===== src/hdl/rotlock_pkg.sv =====
// ----------------------------------------------------------------------------
// rotlock_pkg
// types and constants shared by the rotary encoder combination lock
// ----------------------------------------------------------------------------
package rotlock_pkg;

  localparam int NUM_CODES = 6;
  localparam int CODE_W    = 8;
  localparam int STAGE_W   = 3;
  localparam int CFG_IDX_W = 3;

  typedef logic signed [CODE_W-1:0] code_t;
  typedef code_t [NUM_CODES-1:0]    code_array_t;

  // register indexes on the configuration port
  localparam logic [CFG_IDX_W-1:0] REG_CODE_FIRST  = 3'd0;
  localparam logic [CFG_IDX_W-1:0] REG_CODE_SECOND = 3'd1;
  localparam logic [CFG_IDX_W-1:0] REG_CODE_THIRD  = 3'd2;
  localparam logic [CFG_IDX_W-1:0] REG_CODE_FOURTH = 3'd3;
  localparam logic [CFG_IDX_W-1:0] REG_CODE_FIFTH  = 3'd4;
  localparam logic [CFG_IDX_W-1:0] REG_CODE_SIXTH  = 3'd5;

  // reset combination
  localparam code_t CODE_FIRST_RST  = 8'sd8;
  localparam code_t CODE_SECOND_RST = -8'sd2;
  localparam code_t CODE_THIRD_RST  = 8'sd8;
  localparam code_t CODE_FOURTH_RST = 8'sd7;
  localparam code_t CODE_FIFTH_RST  = 8'sd17;
  localparam code_t CODE_SIXTH_RST  = 8'sd0;

  localparam logic [STAGE_W-1:0] STAGE_LAST = STAGE_W'(NUM_CODES);

  typedef struct packed {
    logic pin_a;
    logic pin_b;
  } in_word_t;

  typedef struct packed {
    code_t              position;
    logic               moved;
    logic               clockwise;
    logic [STAGE_W-1:0] stage;
    logic               unlock;
  } out_word_t;

endpackage


===== src/hdl/rotlock_cfg.sv =====
// ----------------------------------------------------------------------------
// rotlock_cfg
// combination code registers written through the configuration port
// ----------------------------------------------------------------------------
module rotlock_cfg (
  input  logic                                clk,
  input  logic                                rst_n,
  input  logic                                wr_en,
  input  logic [rotlock_pkg::CFG_IDX_W-1:0]   wr_index,
  input  rotlock_pkg::code_t                  wr_data,
  output rotlock_pkg::code_array_t            codes
);
  import rotlock_pkg::*;

  code_array_t codes_r;

  always_ff @(posedge clk) begin
    if (!rst_n) begin
      codes_r[0] <= CODE_FIRST_RST;
      codes_r[1] <= CODE_SECOND_RST;
      codes_r[2] <= CODE_THIRD_RST;
      codes_r[3] <= CODE_FOURTH_RST;
      codes_r[4] <= CODE_FIFTH_RST;
      codes_r[5] <= CODE_SIXTH_RST;
    end else if (wr_en) begin
      unique case (wr_index)
        REG_CODE_FIRST:  codes_r[0] <= wr_data;
        REG_CODE_SECOND: codes_r[1] <= wr_data;
        REG_CODE_THIRD:  codes_r[2] <= wr_data;
        REG_CODE_FOURTH: codes_r[3] <= wr_data;
        REG_CODE_FIFTH:  codes_r[4] <= wr_data;
        REG_CODE_SIXTH:  codes_r[5] <= wr_data;
        default: ;
      endcase
    end
  end

  assign codes = codes_r;

endmodule


===== src/hdl/rotlock_core.sv =====
// ----------------------------------------------------------------------------
// rotlock_core
// quadrature decode and combination stage tracking for one word per step
// ----------------------------------------------------------------------------
module rotlock_core (
  input  logic                      clk,
  input  logic                      rst_n,
  input  logic                      step,
  input  rotlock_pkg::in_word_t     word,
  input  rotlock_pkg::code_array_t  codes,
  output rotlock_pkg::out_word_t    result
);
  import rotlock_pkg::*;

  logic               prev_a_r, prev_a_nxt;
  code_t              count_r, count_nxt;
  logic               dir_r, dir_nxt;
  logic [STAGE_W-1:0] stage_r, stage_nxt;
  logic               moved;
  logic               unlock;
  logic [STAGE_W-1:0] stage_v;

  always_comb begin
    moved      = word.pin_a != prev_a_r;
    prev_a_nxt = word.pin_a;
    count_nxt  = count_r;
    dir_nxt    = dir_r;
    if (moved) begin
      if (word.pin_b == word.pin_a) begin
        count_nxt = count_r + 8'sd1;
        dir_nxt   = 1'b1;
      end else begin
        count_nxt = count_r - 8'sd1;
        dir_nxt   = 1'b0;
      end
    end
    // stages cascade in order
    stage_v = stage_r;
    for (int s = 0; s < NUM_CODES; s++) begin
      if (stage_v == STAGE_W'(s) && count_nxt == codes[s]) begin
        stage_v = STAGE_W'(s + 1);
      end
    end
    unlock    = stage_v == STAGE_LAST;
    stage_nxt = unlock ? '0 : stage_v;
  end

  always_ff @(posedge clk) begin
    if (!rst_n) begin
      prev_a_r <= 1'b0;
      count_r  <= '0;
      dir_r    <= 1'b0;
      stage_r  <= '0;
    end else if (step) begin
      prev_a_r <= prev_a_nxt;
      count_r  <= count_nxt;
      dir_r    <= dir_nxt;
      stage_r  <= stage_nxt;
    end
  end

  assign result.position  = count_nxt;
  assign result.moved     = moved;
  assign result.clockwise = dir_nxt;
  assign result.stage     = stage_nxt;
  assign result.unlock    = unlock;

  a_stage_range: assert property (@(posedge clk) disable iff (!rst_n)
    stage_r < STAGE_LAST)
    else $error("stage out of range");

  a_hold_no_move: assert property (@(posedge clk) disable iff (!rst_n)
    step && !moved |=> $stable(count_r) && $stable(dir_r))
    else $error("count changed without movement");

endmodule


===== src/hdl/rotary_encoder_combination_lock_top.sv =====
// ----------------------------------------------------------------------------
// rotary_encoder_combination_lock_top
// quadrature encoder decoder with a six word combination lock
//
//   channel  direction  handshake            payload
//   in_      input      in_valid / in_stall  in_word (pin_a, pin_b)
//   out_     output     out_valid/out_stall  out_word (position .. unlock)
//   cfg_     input      cfg_valid/cfg_ready  cfg_index, cfg_data
//
// one word per cycle sustained while out_stall is low; a word goes from
// in_ to out_ through the input register, then through the decode and
// stage logic into the output register. the input register takes a word
// while a result still waits on out_. reset is synchronous and restores
// the reset code words; cfg_ready is always high
// ----------------------------------------------------------------------------
module rotary_encoder_combination_lock_top (
  input  logic                              clk,
  input  logic                              rst_n,
  input  logic                              in_valid,
  output logic                              in_stall,
  input  rotlock_pkg::in_word_t             in_word,
  output logic                              out_valid,
  input  logic                              out_stall,
  output rotlock_pkg::out_word_t            out_word,
  input  logic                              cfg_valid,
  output logic                              cfg_ready,
  input  logic [rotlock_pkg::CFG_IDX_W-1:0] cfg_index,
  input  rotlock_pkg::code_t                cfg_data
);
  import rotlock_pkg::*;

  logic        in_vld_r;
  in_word_t    in_word_r;
  logic        out_vld_r;
  out_word_t   out_word_r;
  logic        adv;
  code_array_t codes;
  out_word_t   result;

  // stage 1 moves into the output register when it is free or being taken
  assign adv       = in_vld_r && (!out_vld_r || !out_stall);
  assign in_stall  = in_vld_r && !adv;
  assign cfg_ready = 1'b1;

  always_ff @(posedge clk) begin
    if (!rst_n) begin
      in_vld_r <= 1'b0;
    end else if (!in_stall) begin
      in_vld_r <= in_valid;
    end
  end

  always_ff @(posedge clk) begin
    if (!in_stall && in_valid) begin
      in_word_r <= in_word;
    end
  end

  always_ff @(posedge clk) begin
    if (!rst_n) begin
      out_vld_r <= 1'b0;
    end else if (adv) begin
      out_vld_r <= 1'b1;
    end else if (!out_stall) begin
      out_vld_r <= 1'b0;
    end
  end

  always_ff @(posedge clk) begin
    if (adv) begin
      out_word_r <= result;
    end
  end

  rotlock_cfg u_cfg (
    .clk      (clk),
    .rst_n    (rst_n),
    .wr_en    (cfg_valid && cfg_ready),
    .wr_index (cfg_index),
    .wr_data  (cfg_data),
    .codes    (codes)
  );

  rotlock_core u_core (
    .clk    (clk),
    .rst_n  (rst_n),
    .step   (adv),
    .word   (in_word_r),
    .codes  (codes),
    .result (result)
  );

  assign out_valid = out_vld_r;
  assign out_word  = out_word_r;

  a_unlock_clears: assert property (@(posedge clk) disable iff (!rst_n)
    out_vld_r && out_word_r.unlock |-> out_word_r.stage == '0)
    else $error("unlock with nonzero stage");

  a_out_stage_range: assert property (@(posedge clk) disable iff (!rst_n)
    out_vld_r |-> out_word_r.stage < STAGE_LAST)
    else $error("output stage out of range");

  a_in_hold: assert property (@(posedge clk) disable iff (!rst_n)
    in_vld_r && !adv |=> in_vld_r && $stable(in_word_r))
    else $error("held input word lost");

endmodule

===== config.mk =====
export PLATFORM = sky130hd
export DESIGN_NAME = rotary_encoder_combination_lock_top
export DESIGN_NICKNAME = d
export VERILOG_FILES = /design/src/hdl/rotlock_pkg.sv /design/src/hdl/rotlock_cfg.sv /design/src/hdl/rotlock_core.sv /design/src/hdl/rotary_encoder_combination_lock_top.sv
export SDC_FILE = /design/constraint.sdc
export NUM_CORES = 1
export LEC_CHECK = 0
export BUFFER_PORTS_ARGS = -buffer_cell sky130_fd_sc_hd__buf_4
export CAP_MARGIN = 20
export CELL_PAD_IN_SITES_DETAIL_PLACEMENT = 0
export CELL_PAD_IN_SITES_GLOBAL_PLACEMENT = 2
export CORE_ASPECT_RATIO = 1.4
export CORE_MARGIN = 10
export CORE_UTILIZATION = 33
export CTS_CLUSTER_SIZE = 16
export DETAILED_ROUTE_END_ITERATION = 10
export PLACE_DENSITY = 0.73
export SYNTH_ARGS = -nofsm -noshare
export SYNTH_HDL_FRONTEND = slang
export SYNTH_SLANG_ARGS = --single-unit

===== constraint.sdc =====
create_clock -name clk -period 3.7 [get_ports clk]
set_input_delay 0.37 -clock clk [delete_from_list [all_inputs] [get_ports clk]]
set_output_delay 0.37 -clock clk [all_outputs]
set_load 0.02 [all_outputs]

==> impl_metrics.toml, run 1 <==
[critical_path]
worstSetupStartpointType = "flop"
cp.arrival_ns = 3.96
cp.required_ns = 3.80
cpMaxStageDelayCell = "fa_2"
crit_family = "compound AO/OA/AOI/OAI gates"
crit_chain = "xor2_4, inv_2, fa_2, mux2i_4, or4_4, a2111oi_4, nand4b_4, o41ai_4, buf_4, o211ai_1, a31o_1, and2b_1"
crit_type = "flop to flop"
critPathCaptureType = "flop"
critical_path_peak_fanout = 4
cp_num_buf_inv = 2
cpPeakStageDelay_ns = 0.57

[cts]
cts_buffers = 9
clock_sinks = 79
ctsHoldBuffers = 0
cts.htree.levels = 3
cts_root_buf = "clkbuf_16"
tritoncts = "yes"
cts_max_path_buffers = 2
clock_latency_ns = 0.34
clkTransAtPathRegs_ns = 0.06

[pwr]
leakagePower_nw = 2.41
p_comb_frac = 0.280
p_sw_frac = 0.300
seqPwrFrac = 0.349
pwr-share-clk = 0.372
powerDensity_mw_per_mm2 = 447
peakVddDrop_v = 0.000204
switching_power_mw = 0.816
power.total_mw = 2.72
p_int_mw = 1.91

[synthesis]
async_reset_ff_frac = 0
synthesis.nets = 565
synth-edff-count = 16
yosysWarnings = 0
synth_top_area_frac = 0.274
synthCells = 539
ys_top_cells_by_area = "dfxtp_1 (27%), edfxtp_1 (10%), nand2_1 (10%)"
yosysSeqAreaShare = 0.378
synth_area_leader_cell = "dfxtp_1"
synth_flop_cell = "dfxtp_1"
ys_ff_latch = 79
yosysUniqueCellTypes = 78
synth_most_common_cell = "nand2_1"
syn_avg_cell_area_um2 = 8.55
synth_common_cells = "nand2_1 (123), dfxtp_1 (63), a21oi_1 (50)"
netlist_area_mm2 = 0.00461

[drt]
route.detailed.drc = 0
via_per_inst = 4.97
num_vias = 4089
ant_nets = 0
firstDrtPassIters = 4
avgRoutedWirePerCell_um = 17.7
route.final.wire_length_mm = 14.5
drt_iter0_drc = 186

[timing]
drv_slew = 0
rsz0062_at_grt = "yes"
fin_ws_ns = -0.162
relSlewSlack = 0.367
tightest_slew_ns = 0.943
hold_violations = 0
clock.fmax_mhz = 259
post-route-period-util = 1.04
period_needed_ns = 3.86
finClkSkew_ns = 0.00447
setup_viol = 5

[floorplan]
io_pins = 35
die_w_um = 120
num_rows = 51
die_h_um = 160
start_util = 0.334
core_mm2 = 0.0138
die-area_mm2 = 0.0192

[placement]
gp_congestion = 0.837
hpwl_mm = 11.1
port_buffers = 33

[layout]
nFillCells = 1416
utilization = 0.442
diodes = 0
drive_above_1_share = 0.262
multiInputGateArea_mm2 = 0.00289
nets = 658
final-seq-area_mm2 = 0.00174
syn_to_final_growth_pct = 32.2

[global_route]
grt_pass1_wl_mm = 22.9
grt_use_total = 0.151
grt-ovfl-total = 0
grt_pass1_vias = 4126
antenna_found_initial = 0
grt_max_degree = 27

[outcome]
violations = "negative setup slack"
outcome = "finished, violations left"

[flow_run]
maxCapViolations = 0

[worst_hold_path]
min_path_type = "input pin to flop"
==> layer usage <==
layer | up-vias | track usage | routed length (um)
met1 | 1930 | 0.178 | 6330
met3 | 16 | 0.0314 | 516
li1 | 2073 | - | -
met2 | 70 | 0.268 | 7500
met5 | - | 0 | 0
met4 | 0 | 0.0446 | 191
==> what timing repair did <==
item,in CTS,in global routing
buffers inserted,2,2
pin swaps,6,20
setup endpoints to repair,7,7
gates resized for setup,12,15
==> metrics by stage <==
| step | hold WS, ns | cells | setup TNS [ns] | cell area (um2) | setup WS [ns] |
|---|---|---|---|---|---|
| after floorplan | 0.441 | 539 | -0.191 | 4660 | -0.108 |
| after global placement | 0.456 | 801 | -1.85 | 5560 | -0.392 |
| after detailed placement | 0.459 | 802 | -1.89 | 5570 | -0.408 |
| after CTS | 0.192 | 820 | -0.715 | 6000 | -0.185 |
| after global routing | 0.193 | 822 | -1.83 | 6090 | -0.354 |
| final | 0.206 | 822 | -0.622 | 6090 | -0.162 |
==> path summary, 6_finish.rpt <==
check	from	endpoint	slack, ns	cells after the start
setup / recovery	in_word_r[0]	out_word[0]	-0.16	12
hold / removal	in_word[1]	in_word_r[1]	0.21	1
setup reg to reg	in_word_r[0]	out_word[0]	-0.16	12
hold reg to reg	u_cfg.codes[38]	u_cfg.codes[38]	0.47	2
==> worst reg2reg max path, stage by stage (launching register included) <==
cell and delay, ns:
edfxtp_1 0.48, xor2_4 0.27, inv_2 0.05, fa_2 0.57, mux2i_4 0.09, or4_4 0.43, a2111oi_4 0.42, nand4b_4 0.16
o41ai_4 0.47, buf_4 0.19, o211ai_1 0.08, a31o_1 0.25, and2b_1 0.16
==> layout by cell type, fill, tap and decap left out, drive strengths merged, types with 3 or more instances in the layout <==
cell type and count:
a2111oi 4, a21o 3, o21a 3, dfxtp 63, o31ai 3, edfxtp 16
mux2i 11, clkinv 3, nor2 36, nand3 29, o211a 4, nand4 5
buf 104, a211oi 4, nand2b 9, o211ai 5, clkbuf 11, xor2 22
nand3b 3, xnor2 30, o22ai 3, o21ai 4, nor4b 3, and3 4
nand2 123, a221oi 4, ha 7, a21oi 50, nor2b 8, nor3 9
inv 15
==> power groups by stage <==
| stage | Combinational (mW) | Clock, mW | Sequential, mW |
|---|---|---|---|
| final | 0.761 | 1.01 | 0.949 |
| after global routing | 0.820 | 1.08 | 0.954 |
| after CTS | 0.751 | 1.04 | 0.949 |
| after detailed placement | 0.718 | 0 | 0.968 |
| after global placement | 0.713 | 0 | 0.967 |
| after floorplan | 0.407 | 0 | 0.971 |
==> sequential cells by signal (all words and copies together) (netlist names) <==
signal	flops
u_core.stage_r	3
u_core.count_r	8
u_core.prev_a_r	1
out_valid	1
in_vld_r	1
out_word	14
u_cfg.codes	48
u_core.dir_r	1
in_word_r	2
==> cell type report <==
class	instances	share of cell area
Clock inverter	5	0.0142
Multi-Input combinational cell	423	0.475
Sequential cell	79	0.286
Inverter	15	0.0101
Tap cell	185	0.0380
Clock buffer	11	0.0417
Timing Repair Buffer	104	0.135
==> cell families after synthesis <==
| group | synth area share |
|---|---|
| compound gates | 0.178 |
| mux | 0.0318 |
| flops | 0.378 |
| fa+ha+maj | 0.0233 |
| xor+xnor | 0.105 |
| buf+inv | 0.0399 |
| simple gates | 0.244 |
| other cells | 0.000814 |
No activity file was read; power rests on OpenSTA's default activity.
==> run 2, diff against run 1 <==
--- a/config.mk
+++ b/config.mk
@@ -5,7 +5,7 @@
 export SDC_FILE = /design/constraint.sdc
 export NUM_CORES = 1
 export LEC_CHECK = 0
-export BUFFER_PORTS_ARGS = -buffer_cell sky130_fd_sc_hd__buf_4
+export BUFFER_PORTS_ARGS = -buffer_cell sky130_fd_sc_hd__buf_2
 export CAP_MARGIN = 20
 export CELL_PAD_IN_SITES_DETAIL_PLACEMENT = 0
 export CELL_PAD_IN_SITES_GLOBAL_PLACEMENT = 2
==> impl_metrics.toml, run 2 (synthesis results as in run 1) <==
[global_route]
grt.met2_usage = 0.269
grt-ovfl-total = 0
grt_max_degree = 31
grt_use_met1 = 0.178
grt_pass1_vias = 4190
busiest_layer = "met2"
antenna_found_initial = 0
grt_use_total = 0.152
grt_pass1_wl_mm = 23.1
gr-usage-met3 = 0.0289

[timing]
whs_ns = 0.209
setup_viol = 6
hold_violations = 0
tightest_slew_ns = 1.09
relSlewSlack = 0.268
period_needed_ns = 3.88
clock.fmax_mhz = 257
fin_ws_ns = -0.185
finClkSkew_ns = 0.0112
tns_ns = -0.639
post-route-period-util = 1.05
rsz0062_at_grt = "yes"
drv_slew = 0

[drt]
route.final.wire_length_mm = 14.7
via_per_inst = 4.95
firstDrtPassIters = 4
avgRoutedWirePerCell_um = 17.7
route.detailed.drc = 0
drt_iter0_drc = 178
ant_nets = 0
num_vias = 4127

[cts]
cts.htree.levels = 3
clock_latency_ns = 0.34
clkTransAtPathRegs_ns = 0.06
clock_sinks = 79
cts_root_buf = "clkbuf_16"
cts_buffers = 9
tritoncts = "yes"
cts_max_path_buffers = 2

[placement]
gp_congestion = 0.902
post_dp_cell_area_mm2 = 0.00547
dp.cells = 803
hpwl_mm = 11.1
port_buffers = 33

[worst_hold_path]
min_path_type = "input pin to flop"

[critical_path]
critPathCaptureType = "flop"
worstSetupStartpointType = "flop"
critical_path_peak_fanout = 4
crit_chain = "xor2_4, inv_2, fa_2, mux2i_4, or4_4, a2111oi_4, nand4b_4, o41ai_4, buf_4, o211ai_1, a31o_1, and2b_1"
cp.arrival_ns = 3.97
crit_type = "flop to flop"
cp.required_ns = 3.79
cpMaxStageDelayCell = "fa_2"
cpPeakStageDelay_ns = 0.57

[floorplan]
die-area_mm2 = 0.0192
start_util = 0.334
die_h_um = 160
core_mm2 = 0.0138
num_rows = 51
die_w_um = 120
io_pins = 35

[pwr]
peakVddDrop_v = 0.000350
powerDensity_mw_per_mm2 = 446
power.total_mw = 2.73
leakagePower_nw = 2.45

[layout]
design_area_mm2 = 0.00613
finalNonFillerCells = 834
largest_register_ff_count = 48
mostFrequentLayoutCells = "nand2_1 (123), buf_4 (75), dfxtp_1 (63)"
drive_above_1_share = 0.285
diodes = 0
syn_to_final_growth_pct = 32.9
nets = 670
final_common_cell = "nand2_1"

[outcome]
outcome = "finished, violations left"
violations = "negative setup slack"

[flow_run]
maxCapViolations = 0
[run 2: area by class of cell]
class                      count  area [um2]
clock buffer                  11         254
timing repair buffer         116         827
clock inverter                 5        86.3
inverter                      15        61.3
sequential                    79        1740
multi-input combinational    423        2920
fill                        1441        7660
tap                          185         231
[run 2: report_power, final]
part / switching (mW) / internal (mW) / leakage, nW / total [mW]
sequential: 0.0308 / 0.919 / 0.665 / 0.950
combinational: 0.409 / 0.352 / 1.62 / 0.761
clock: 0.382 / 0.638 / 0.165 / 1.02
[run 2: worst paths after layout]
| kind | startpoint | endpoint | slack, ns | cells after the start |
|---|---|---|---|---|
| setup / recovery | in_word_r[0] | out_word[0] | -0.18 | 12 |
| hold / removal | in_word[1] | in_word_r[1] | 0.21 | 1 |
| setup reg to reg | in_word_r[0] | out_word[0] | -0.18 | 12 |
| hold reg to reg | u_cfg.codes[35] | u_cfg.codes[35] | 0.47 | 2 |
[run 2: per-layer routing]
| metal | routed length (um) | vias to the layer above |
|---|---|---|
| li1 | - | 2100 |
| met1 | 6420 | 1939 |
| met2 | 7470 | 72 |
| met3 | 543 | 16 |
| met4 | 304 | 0 |
| met5 | 0 | - |
[run 2: metrics by stage]
stage | setup WS (ns) | util
5_1_grt | -0.336 | 0.444
4_1_cts | -0.190 | 0.431
6_report | -0.185 | 0.444
3_5_place_dp | -0.244 | 0.397
3_3_place_gp | -0.163 | 0.397
2_1_floorplan | -0.108 | -
[run 2: worst max-delay path, delay by kind of cell (launching register included)]
family / cells / cell delay (ns)
AO/OA/AOI/OAI: 4 / 1.17
AND/OR/NAND/NOR: 3 / 0.78
adder cells (fa/ha/maj): 1 / 0.57
flip-flops: 1 / 0.48
XOR/XNOR: 1 / 0.29
buffers and inverters: 2 / 0.25
multiplexers: 1 / 0.10
[run 2: repair_timing]
action | 4_1_cts | 5_1_grt
endpoints found under the setup margin | 7 | 7
gates cloned | 0 | 0
buffers inserted | 7 | 8
hold buffers | 0 | 0
pin swaps | 14 | 14
endpoints found under the hold margin | 0 | 0
resized for setup | 17 | 24
